--- config.mk ---
export PLATFORM = sky130hd
export DESIGN_NAME = cpu_tick_hot_pc_profiler
export DESIGN_NICKNAME = d
export VERILOG_FILES = /design/src/rtl/hpp_pkg.sv /design/src/rtl/cpu_tick_hot_pc_profiler.sv /design/src/rtl/hpp_row_mem.sv /design/src/rtl/hpp_slot_scan.sv
export SDC_FILE = /design/constraint.sdc
export NUM_CORES = 2
export LEC_CHECK = 0
export BUFFER_PORTS_ARGS = -buffer_cell sky130_fd_sc_hd__buf_2
export CAP_MARGIN = 20
export CORE_ASPECT_RATIO = 0.9
export CORE_MARGIN = 1.5
export CORE_UTILIZATION = 60
export CTS_CLUSTER_DIAMETER = 150
export DETAILED_ROUTE_END_ITERATION = 10
export PLACE_DENSITY_LB_ADDON = 0.25
export SLEW_MARGIN = 5
export SYNTH_ARGS = -nofsm -noshare
export SYNTH_HDL_FRONTEND = slang
export SYNTH_HIERARCHICAL = 1
export SYNTH_SLANG_ARGS = --single-unit
--- constraint.sdc ---
create_clock -name clk -period 77 [get_ports clk]
set_clock_uncertainty 0.05 [all_clocks]
set_input_delay 11.55 -clock clk [delete_from_list [all_inputs] [get_ports clk]]
set_output_delay 11.55 -clock clk [all_outputs]
set_load 0.005 [all_outputs]
--- src/rtl/hpp_pkg.sv ---
package hpp_pkg;

  localparam int          CFG_W       = 4;
  localparam logic [3:0]  GRAIN_RESET = 4'd4;
  localparam int          SLOT_IDX_W  = 4;

  localparam logic KIND_TICK   = 1'b0;
  localparam logic KIND_REPORT = 1'b1;

  typedef struct packed {
    logic [63:0] pc;
    logic [31:0] hits;
  } slot_t;

  typedef struct packed {
    logic [63:0] ticks_all;
    logic [63:0] ticks_busy;
    logic [15:0] peak;
    logic [31:0] samples;
    logic [63:0] lr;
    logic [15:0] task_id;
  } cpu_row_t;

  typedef struct packed {
    logic                  found;
    logic [SLOT_IDX_W-1:0] match_idx;
    logic [SLOT_IDX_W-1:0] worst_idx;
    logic [SLOT_IDX_W-1:0] best_idx;
  } scan_res_t;

  typedef struct packed {
    logic        dropped;
    logic [63:0] ticks_all;
    logic [63:0] ticks_busy;
    logic [15:0] runq_peak;
    logic        hot_valid;
    logic [63:0] hot_pc;
    logic [31:0] hot_hits;
    logic [31:0] samples_total;
    logic [63:0] last_return_addr;
    logic [15:0] last_task;
  } result_t;

  typedef enum logic [2:0] {
    ST_IDLE,
    ST_LOAD,
    ST_SCAN1,
    ST_SCAN2,
    ST_WRITE
  } state_t;

  function automatic logic [63:0] sat_inc64(input logic [63:0] v);
    sat_inc64 = (v == '1) ? v : v + 64'd1;
  endfunction

  function automatic logic [31:0] sat_inc32(input logic [31:0] v);
    sat_inc32 = (v == '1) ? v : v + 32'd1;
  endfunction

endpackage

--- src/rtl/cpu_tick_hot_pc_profiler.sv ---
// Per-cpu tick accounting with a hot-PC slot table.
// Input channel (tick_valid / tick_stall): one item per transfer, either a
// timer tick sample (kind 0) or a report-and-clear (kind 1) for cpu_index.
// Result channel (res_valid / res_stall): exactly one result per item.
// grain_shift is to be written through grain_shift_we / grain_shift_wdata
// only while idle by the user; the block does not enforce it. Items are
// handled one at a time. Per-cpu counters and the cpu's slot row are read
// from two memories, updated in registers and written back. The slot row
// is scanned one slot per cycle, twice: once to find a match or the
// replacement victim, once to find the hottest slot after the update.
// Items step through ST_LOAD, ST_SCAN1, ST_SCAN2 and ST_WRITE (a dropped cpu
// index goes straight to ST_WRITE); the next item is taken the cycle after
// the result is loaded. A finished result waits in the output register while
// res_stall is high; the block holds its write-back (and tick_stall stays
// high) until that register frees up.
// Reset is synchronous: all counters and slots read as zero afterwards and
// grain_shift returns to 4. No clearing pass is needed.
module cpu_tick_hot_pc_profiler import hpp_pkg::*; #(
  parameter int NUM_CPUS      = 4,
  parameter int SLOTS_PER_CPU = 4
) (
  input  logic             clk,
  input  logic             rst,
  input  logic             grain_shift_we,
  input  logic [CFG_W-1:0] grain_shift_wdata,
  input  logic             tick_valid,
  output logic             tick_stall,
  input  logic             kind,
  input  logic [7:0]       cpu_index,
  input  logic             local_ready,
  input  logic             busy_req,
  input  logic [15:0]      run_queue_len,
  input  logic [63:0]      sample_pc,
  input  logic [63:0]      sample_lr,
  input  logic [15:0]      task_id,
  output logic             res_valid,
  input  logic             res_stall,
  output logic             dropped,
  output logic [63:0]      ticks_all,
  output logic [63:0]      ticks_busy,
  output logic [15:0]      runq_peak,
  output logic             hot_valid,
  output logic [63:0]      hot_pc,
  output logic [31:0]      hot_hits,
  output logic [31:0]      samples_total,
  output logic [63:0]      last_return_addr,
  output logic [15:0]      last_task
);

  localparam int CPU_W  = (NUM_CPUS > 1) ? $clog2(NUM_CPUS) : 1;
  localparam int SL_W   = (SLOTS_PER_CPU > 1) ? $clog2(SLOTS_PER_CPU) : 1;
  localparam int ROW_W  = $bits(cpu_row_t);
  localparam int SROW_W = SLOTS_PER_CPU * $bits(slot_t);

  state_t state, state_next;

  logic [CFG_W-1:0] grain_shift;
  logic             accept;
  logic             in_range;
  logic [63:0]      pc_mask;

  logic             item_kind;
  logic [CPU_W-1:0] item_cpu;
  logic             item_ready;
  logic             item_busy;
  logic [15:0]      item_rq;
  logic [63:0]      item_pc;
  logic [63:0]      item_lr;
  logic [15:0]      item_task;
  logic             item_drop;

  cpu_row_t                 cpu_rd, cur_row, row_upd, row_wr;
  slot_t [SLOTS_PER_CPU-1:0] slot_rd, slots, slots_upd, slots_wr;

  logic      mem_re, mem_we;
  logic      scan_start, scan_done;
  scan_res_t scan_res;
  logic      sample_en;
  logic      out_load;
  slot_t     best;
  result_t   res_d, res_q;

  assign accept   = tick_valid && !tick_stall;
  assign in_range = {1'b0, cpu_index} < 9'(NUM_CPUS);
  assign pc_mask  = ~((64'd1 << grain_shift) - 64'd1);
  assign sample_en = (item_kind == KIND_TICK) && item_ready && item_busy;

  hpp_row_mem #(
    .DEPTH (NUM_CPUS),
    .AW    (CPU_W),
    .WIDTH (ROW_W)
  ) u_cpu_mem (
    .clk   (clk),
    .rst   (rst),
    .we    (mem_we),
    .waddr (item_cpu),
    .wdata (row_wr),
    .re    (mem_re),
    .raddr (cpu_index[CPU_W-1:0]),
    .rdata (cpu_rd)
  );

  hpp_row_mem #(
    .DEPTH (NUM_CPUS),
    .AW    (CPU_W),
    .WIDTH (SROW_W)
  ) u_slot_mem (
    .clk   (clk),
    .rst   (rst),
    .we    (mem_we),
    .waddr (item_cpu),
    .wdata (slots_wr),
    .re    (mem_re),
    .raddr (cpu_index[CPU_W-1:0]),
    .rdata (slot_rd)
  );

  hpp_slot_scan #(
    .SLOTS (SLOTS_PER_CPU)
  ) u_scan (
    .clk   (clk),
    .rst   (rst),
    .start (scan_start),
    .pc    (item_pc),
    .slots (slots),
    .done  (scan_done),
    .res   (scan_res)
  );

  // tick counter update on the row just read
  always_comb begin
    row_upd = cpu_rd;
    if (item_kind == KIND_TICK) begin
      row_upd.ticks_all = sat_inc64(cpu_rd.ticks_all);
      if (item_ready) begin
        if (item_rq > cpu_rd.peak) begin
          row_upd.peak = item_rq;
        end
        if (item_busy) begin
          row_upd.ticks_busy = sat_inc64(cpu_rd.ticks_busy);
          row_upd.samples    = sat_inc32(cpu_rd.samples);
          row_upd.lr         = item_lr;
          row_upd.task_id    = item_task;
        end
      end
    end
  end

  always_comb begin
    slots_upd = slots;
    if (scan_res.found) begin
      slots_upd[scan_res.match_idx[SL_W-1:0]].hits =
        sat_inc32(slots[scan_res.match_idx[SL_W-1:0]].hits);
    end else begin
      slots_upd[scan_res.worst_idx[SL_W-1:0]].pc   = item_pc;
      slots_upd[scan_res.worst_idx[SL_W-1:0]].hits = 32'd1;
    end
  end

  // a report writes back the row with the per-report state cleared
  always_comb begin
    row_wr   = cur_row;
    slots_wr = slots;
    if (item_kind == KIND_REPORT) begin
      row_wr.samples = '0;
      row_wr.peak    = '0;
      slots_wr       = '0;
    end
  end

  assign best = slots[scan_res.best_idx[SL_W-1:0]];

  always_comb begin
    res_d = '0;
    if (item_drop) begin
      res_d.dropped = 1'b1;
    end else begin
      res_d.ticks_all        = cur_row.ticks_all;
      res_d.ticks_busy       = cur_row.ticks_busy;
      res_d.runq_peak        = cur_row.peak;
      res_d.samples_total    = cur_row.samples;
      res_d.last_return_addr = cur_row.lr;
      res_d.last_task        = cur_row.task_id;
      if ((cur_row.samples != 32'd0) && (best.hits != 32'd0)) begin
        res_d.hot_valid = 1'b1;
        res_d.hot_pc    = best.pc;
        res_d.hot_hits  = best.hits;
      end
    end
  end

  always_comb begin
    state_next = state;
    case (state)
      ST_IDLE: begin
        if (accept) begin
          state_next = in_range ? ST_LOAD : ST_WRITE;
        end
      end
      ST_LOAD:  state_next = ST_SCAN1;
      ST_SCAN1: begin
        if (scan_done) begin
          state_next = ST_SCAN2;
        end
      end
      ST_SCAN2: begin
        if (scan_done) begin
          state_next = ST_WRITE;
        end
      end
      ST_WRITE: begin
        if (out_load) begin
          state_next = ST_IDLE;
        end
      end
      default:  state_next = ST_IDLE;
    endcase
  end

  always_comb begin
    tick_stall = (state != ST_IDLE);
    mem_re     = (state == ST_IDLE) && tick_valid && in_range;
    scan_start = (state == ST_LOAD) || ((state == ST_SCAN1) && scan_done);
    out_load   = (state == ST_WRITE) && (!res_valid || !res_stall);
    mem_we     = out_load && !item_drop;
  end

  always_ff @(posedge clk) begin
    if (rst) begin
      state       <= ST_IDLE;
      res_valid   <= 1'b0;
      grain_shift <= GRAIN_RESET;
    end else begin
      state <= state_next;
      if (grain_shift_we) begin
        grain_shift <= grain_shift_wdata;
      end
      if (out_load) begin
        res_valid <= 1'b1;
      end else if (res_valid && !res_stall) begin
        res_valid <= 1'b0;
      end
    end
  end

  always_ff @(posedge clk) begin
    if (accept) begin
      item_kind  <= kind;
      item_cpu   <= cpu_index[CPU_W-1:0];
      item_ready <= local_ready;
      item_busy  <= busy_req;
      item_rq    <= run_queue_len;
      item_pc    <= sample_pc & pc_mask;
      item_lr    <= sample_lr;
      item_task  <= task_id;
      item_drop  <= !in_range;
    end
    if (state == ST_LOAD) begin
      cur_row <= row_upd;
      slots   <= slot_rd;
    end
    if ((state == ST_SCAN1) && scan_done && sample_en) begin
      slots <= slots_upd;
    end
    if (out_load) begin
      res_q <= res_d;
    end
  end

  assign dropped          = res_q.dropped;
  assign ticks_all        = res_q.ticks_all;
  assign ticks_busy       = res_q.ticks_busy;
  assign runq_peak        = res_q.runq_peak;
  assign hot_valid        = res_q.hot_valid;
  assign hot_pc           = res_q.hot_pc;
  assign hot_hits         = res_q.hot_hits;
  assign samples_total    = res_q.samples_total;
  assign last_return_addr = res_q.last_return_addr;
  assign last_task        = res_q.last_task;

endmodule

--- src/rtl/hpp_row_mem.sv ---
module hpp_row_mem #(
  parameter int DEPTH = 4,
  parameter int AW    = 2,
  parameter int WIDTH = 8
) (
  input  logic             clk,
  input  logic             rst,
  input  logic             we,
  input  logic [AW-1:0]    waddr,
  input  logic [WIDTH-1:0] wdata,
  input  logic             re,
  input  logic [AW-1:0]    raddr,
  output logic [WIDTH-1:0] rdata
);

  logic [WIDTH-1:0] mem [DEPTH];
  logic [DEPTH-1:0] filled;
  logic [WIDTH-1:0] rd_q;
  logic             rd_filled;

  always_ff @(posedge clk) begin
    if (we) begin
      mem[waddr] <= wdata;
    end
    if (re) begin
      rd_q <= mem[raddr];
    end
  end

  // rows never written since reset read as zero
  always_ff @(posedge clk) begin
    if (rst) begin
      filled    <= '0;
      rd_filled <= 1'b0;
    end else begin
      if (we) begin
        filled[waddr] <= 1'b1;
      end
      if (re) begin
        rd_filled <= filled[raddr];
      end
    end
  end

  assign rdata = rd_filled ? rd_q : '0;

endmodule

--- src/rtl/hpp_slot_scan.sv ---
module hpp_slot_scan import hpp_pkg::*; #(
  parameter int SLOTS = 4
) (
  input  logic                   clk,
  input  logic                   rst,
  input  logic                   start,
  input  logic [63:0]            pc,
  input  slot_t [SLOTS-1:0]      slots,
  output logic                   done,
  output scan_res_t              res
);

  localparam int SL_W = (SLOTS > 1) ? $clog2(SLOTS) : 1;

  logic            busy;
  logic [SL_W-1:0] idx;
  logic            last;
  logic            hit;
  logic [31:0]     worst_hits;
  logic [31:0]     best_hits;
  slot_t           cur;

  assign cur  = slots[idx];
  assign last = (idx == SL_W'(SLOTS - 1));
  assign hit  = (cur.hits != 32'd0) && (cur.pc == pc);

  always_ff @(posedge clk) begin
    if (rst) begin
      busy <= 1'b0;
      done <= 1'b0;
      idx  <= '0;
    end else begin
      done <= 1'b0;
      if (start) begin
        busy <= 1'b1;
        idx  <= '0;
      end else if (busy) begin
        if (last) begin
          busy <= 1'b0;
          done <= 1'b1;
        end else begin
          idx <= idx + 1'b1;
        end
      end
    end
  end

  // one slot per cycle: first match, first minimum, first maximum
  always_ff @(posedge clk) begin
    if (busy) begin
      if (idx == '0) begin
        res.found     <= hit;
        res.match_idx <= '0;
        res.worst_idx <= '0;
        res.best_idx  <= '0;
        worst_hits    <= cur.hits;
        best_hits     <= cur.hits;
      end else begin
        if (!res.found && hit) begin
          res.found     <= 1'b1;
          res.match_idx <= SLOT_IDX_W'(idx);
        end
        if (cur.hits < worst_hits) begin
          res.worst_idx <= SLOT_IDX_W'(idx);
          worst_hits    <= cur.hits;
        end
        if (cur.hits > best_hits) begin
          res.best_idx <= SLOT_IDX_W'(idx);
          best_hits    <= cur.hits;
        end
      end
    end
  end

endmodule

## Word-level counts from Yosys, hierarchy flattened

Memory sizes are Yosys's and may differ from the RTL's. A register that Yosys moved wholly into a read port is not among the register bits.
Index checks and enable logic that the tools add are counted.

| word-level totals | value |
|---|---|
| flip-flop bits (word level) | 1253 |
| RAM bits | 2560 |
| input port bits | 180 |
| output and inout bits | 356 |
| word-level logic and storage cells | 197 |
| memories kept | 2 |

| operators by class | value |
|---|---|
| $add $sub $neg | 6 |
| magnitude comparators | 13 |
| equal/unequal tests | 14 |
| shift-type cells | 1 |
| muxes and demuxes | 61 |
| bitwise operators | 8 |
| reductions and logical operators | 43 |

Memories:

| memory | depth | width | read ports | clocked after memory_dff | wr ports | line | text |
|---|---|---|---|---|---|---|---|
| u_slot_mem.mem | 4 | 384 | 1 | 1 | 1 | hpp_row_mem.sv:16 | `logic [WIDTH-1:0] mem [DEPTH];` |
| u_cpu_mem.mem | 4 | 256 | 1 | 1 | 1 | hpp_row_mem.sv:16 |  |

Operators by type and width:

| kind | number |
|---|---|
| 384-bit two-way mux | 5 |
| 384-bit bitwise mux | 3 |
| 96-bit binary-select mux with 2-bit select | 3 |
| 96-bit demux with 2-bit select | 3 |
| 256-bit two-way mux | 2 |
| 32-bit two-way mux | 9 |
| 96-bit two-way mux | 3 |
| 192-bit two-way mux | 1 |
| 64-bit two-way mux | 3 |
| 64-bit by 1-bit adder with 64-bit output, second input constant | 2 |
| 64-bit equality test, second input constant | 2 |
| 112-bit two-way mux | 1 |
| 97-bit two-way mux | 1 |
| 32-bit nonzero test | 3 |
| 32-bit by 1-bit adder with 32-bit output, second input constant | 2 |
| 64-bit bitwise AND | 1 |
| 32-bit equality test, second input constant | 2 |
| 64-bit equality test | 1 |
| 64-bit NOT | 1 |
| 1-bit by 4-bit << shifter with 64-bit output, first input constant | 1 |
| 64-bit by 1-bit subtractor with 64-bit output, second input constant | 1 |
| 48-bit two-way mux | 1 |
| 32-bit > comparator | 1 |
| 32-bit less-than comparator | 1 |
| other kinds (33) | 93 |

## Longest topological paths before layout

| logic depth | value |
|---|---|
| word-level depth | 8 |
| gate-level depth with buffers | 13 |
| depth with buffers taken out | 10 |

## Modules after synthesis

Netlist, hierarchy kept.

Modules (own cells, without submodules):

| module | times used | cells an instance | area each (um^2) | seq. area each (um^2) |
|---|---|---|---|---|
| hpp_row_mem at u_slot_mem | 1 | 2838 | 69754.4 | 57755.4 |
| cpu_tick_hot_pc_profiler | 1 | 4578 | 55318.1 | 34993.6 |
| hpp_row_mem at u_cpu_mem | 1 | 1900 | 46634.7 | 38537.0 |
| hpp_slot_scan | 1 | 576 | 7204.4 | 2212.1 |

## Worst setup path before layout

No wires, ideal clock.

| timing | value |
|---|---|
| path kind | input -> register |
| start | input res_stall |
| end | memory u_slot_mem/mem[0][0] (netlist name), enable pin |
| setup time | 1.684 ns |
| arrival | 57.522 ns |
| required time | 75.266 ns |
| path slack | 17.744 ns |
| stages | 3 |
| buffers on the path | 0 |
| path through | a21oi_1 nor2b_1 nor3b_1 |

| on the way | value |
|---|---|
| word-level cells in the longest chain between the ends | 6 |

Ends and longest elaborated chain:

| element | line | text |
|---|---|---|
| start, declared | cpu_tick_hot_pc_profiler.sv:37 | `input logic res_stall,` |
| 1-bit logical NOT | cpu_tick_hot_pc_profiler.sv:224 | `out_load = (state == ST_WRITE) && (!res_valid \|\| !res_stall);` |
| 1-bit logical OR | cpu_tick_hot_pc_profiler.sv:224 |  |
| 1-bit logical AND | cpu_tick_hot_pc_profiler.sv:224 |  |
| 1-bit logical AND | cpu_tick_hot_pc_profiler.sv:225 | `mem_we = out_load && !item_drop;` |
| named net mem_we | cpu_tick_hot_pc_profiler.sv:75 | `logic mem_re, mem_we;` |
| 1-bit two-way mux | hpp_row_mem.sv:22 | `if (we) begin` |
| 1-bit two-way mux (implied by the code) | hpp_row_mem.sv:23 | `mem[waddr] <= wdata;` |
| end, declared | hpp_row_mem.sv:16 |  |

The timed path passes the listed nets, and every way through them passes these cells.

## Worst setup path after layout

| timing | value |
|---|---|
| start | input cpu_index[2] |
| end | register u_cpu_mem.rd_q[186], read port of u_cpu_mem.mem, enable pin |

| on the way | value |
|---|---|
| word-level cells in the longest chain between the ends | 2 |

Ends and longest elaborated chain:

| element | line | text |
|---|---|---|
| start, declared | cpu_tick_hot_pc_profiler.sv:29 | `input logic [7:0] cpu_index,` |
| 8-bit by 3-bit less-than comparator with 1-bit output | cpu_tick_hot_pc_profiler.sv:84 | `assign in_range = {1'b0, cpu_index} < 9'(NUM_CPUS);` |
| 1-bit logical AND | cpu_tick_hot_pc_profiler.sv:222 | `mem_re = (state == ST_IDLE) && tick_valid && in_range;` |
| named net mem_re | cpu_tick_hot_pc_profiler.sv:75 |  |
| end, declared | hpp_row_mem.sv:18 | `logic [WIDTH-1:0] rd_q;` |

The timed path passes the listed nets, and every way through them passes these cells.
A chain may end at the register's enable or synchronous reset.

==> impl_metrics.env <==
export IMPL_status="complete, no violations"
export IMPL_max_cap_violations=0
export IMPL_die_area_um2=301000
export IMPL_slew_violations=0
export IMPL_cpMostUsedCell="buf_4"
export IMPL_seq_area_um2=134000
export IMPL_fin_ws_ps=61510
export IMPL_p_int_mw=3.87
export IMPL_pwr_share_clk_pct=42.2
export IMPL_whs_ps=419
export IMPL_switching_share_pct=20.2
export IMPL_vias_per_cell=6.41
export IMPL_slowest_delay_ps=890
export IMPL_fin_nets=10700
export IMPL_num_io_pins=536
export IMPL_cts_hold_buf=0
export IMPL_rows=189
export IMPL_core_um2=296000
export IMPL_syn_mean_instance_area_um2=18.1
export IMPL_crit_start="cpu_index[2]"
export IMPL_clock_sinks=4453
export IMPL_hold_path_class="reg -> reg"
export IMPL_ctsResizeCount=0
export IMPL_hpwl_um=246000
export IMPL_pwr_share_comb_pct=2.5
export IMPL_cp_cell_sequence="buf_2 > nor2_1 > nand4_1 > nor2_4 > buf_12 > buf_4 > buf_4 > buf_4 > buf_4"
export IMPL_crit_type="in -> reg"
export IMPL_syn_nets=10200
export IMPL_cts_tree="built"
export IMPL_gp_congestion=0.844
export IMPL_post_drt_wl_per_cell_um=29.2
export IMPL_start_util_pct=60.5
export IMPL_cp_start_kind="input port"
export IMPL_grtUsageTotal_pct=28.5
export IMPL_ant_nets=0
export IMPL_rsz0062_at_grt="no"
export IMPL_r2r_start="u_scan/idx[0]"
export IMPL_seqPwrFrac_pct=55.3
export IMPL_cp_slowest_cell="buf_4"
export IMPL_period_share_pct=20.1
export IMPL_powerDensity_nw_per_um2=24.4
export IMPL_grt_max_degree=171
export IMPL_grt_pass1_wl_um=630000
export IMPL_critPathMaxFanout=132
export IMPL_drive_gt1_share_pct=20.3
export IMPL_report_final_setup_viol=0
export IMPL_antenna_found_initial=39
export IMPL_power_leakage_nw=65.1
export IMPL_overflow=0
export IMPL_finalHoldViolations=0
export IMPL_wl_um=430000
export IMPL_num_vias=94500
export IMPL_first_global_vias=94800
export IMPL_drc=0
export IMPL_p_sw_uw=976
export IMPL_cts_made_buffers=423
export IMPL_h_tree_depth=5
export IMPL_die_y_um=521
export IMPL_instances_no_fill=14700
export IMPL_dp_cells=14000
export IMPL_place_ws_ps=60490
export IMPL_max_freq_ghz=0.0646
export IMPL_post_cts_setup_buffers=0
export IMPL_utilization_pct=67.3
export IMPL_synthToLayoutAreaGrowth_pct=11.1
export IMPL_end_kind="register"
export IMPL_required_ps=77510
export IMPL_dr_pass1_iters=5
export IMPL_multiInputGateArea_um2=42300
export IMPL_hold_start="u_cpu_mem/filled[1]"
export IMPL_synthCells=9885
export IMPL_clockBufferDepth=4
export IMPL_worst_pin_slew_ps=1370
export IMPL_synth_area_um2=179000
export IMPL_die_w_um=579
export IMPL_relSlewSlack_pct=8.87
export IMPL_finalSetupTns_ps=0
export IMPL_critPathArrivalTime_ps=16000
export IMPL_clk_latency_ps=990
export IMPL_nFillCells=18800
export IMPL_peakVddDrop_mv=0.0190
export IMPL_clkTransAtPathRegs_ps=60
export IMPL_ys_warn_count=6
export IMPL_cts_root_buf="clkbuf_16"
export IMPL_drtIter0Drc=11800
export IMPL_min_period_ps=15490
export IMPL_portBuffers=535
-- worst max-delay path, delay by kind of cell --
| family | cells | cell delay, ps |
|---|---|---|
| buf+inv | 6 | 3700 |
| simple gates | 3 | 560 |
-- path summary, 6_finish.rpt --
| kind | slack, ps | cells past startpoint | to |
|---|---|---|---|
| setup / recovery | 61510 | 9 | u_cpu_mem/rd_q[186] |
| hold / removal | 420 | 2 | u_cpu_mem/filled[1] |
| setup reg to reg | 70800 | 9 | u_scan/res[12] |
| hold reg to reg | 420 | 2 | u_cpu_mem/filled[1] |
-- area by class of cell --
cell class	instances	share of cell area (%)
Inverter	110	0.219
Tap cell	3915	2.46
Sequential cell	4453	67.2
Clock inverter	240	1.13
Antenna cell	11	0.0138
Clock buffer	538	5.63
Multi-Input combinational cell	4772	21.3
Timing Repair Buffer	703	2.08
-- stage by stage --
step,area [µm²],power [mW]
floorplan,179000,2.82
global placement,185000,2.85
detailed placement,185000,2.85
finish,199000,4.84
global route,199000,4.96
CTS,199000,4.86
-- per-layer routing --
metal / track usage [%] / routed length (µm) / vias to the layer above
met2: 43.3 / 198000 / 5710
met3: 6.20 / 47500 / 818
met4: 8.94 / 14200 / 16
met1: 41.8 / 170000 / 48700
met5: 0 / 105 / -
li1: - / - / 39300
-- layout by cell type (no fill, tap or decap), types with 37 or more instances in the layout --
cell type / instances
nor4_1: 42
inv_1: 107
xnor2_1: 158
bufinv_16: 37
nand3_1: 365
nor2b_1: 764
nor2_1: 81
xor2_1: 93
clkinv_1: 93
and3_1: 49
clkinv_2: 70
a21oi_1: 42
nand2_1: 981
clkbuf_1: 104
buf_2: 534
and2_1: 706
edfxtp_1: 4431
nand4_1: 112
o21ai_0: 146
ha_1: 87
clkbuf_16: 428
mux4_2: 839
buf_4: 151
-- power by group through the flow --
stage	clock network [mW]	registers, mW	logic (mW)
2_1_floorplan	0	2.74	0.0794
3_3_place_gp	0	2.73	0.115
3_5_place_dp	0	2.73	0.120
4_1_cts	2.06	2.68	0.121
5_1_grt	2.15	2.68	0.129
6_report	2.04	2.68	0.120
-- sequential cells by signal, summed over array words and instances, names as in the netlist, 32 cells and up --
signal	count
slots	384
item_pc	64
last_return_addr	64
samples_total	32
u_cpu_mem/rd_q	256
u_scan/best_hits	32
u_slot_mem/rd_q	384
u_cpu_mem/mem	1024
ticks_all	64
hot_hits	32
u_scan/worst_hits	32
item_lr	64
cur_row	256
ticks_busy	64
u_slot_mem/mem	1536
hot_pc	64
Note: power is estimated with default switching activity, not from simulation.
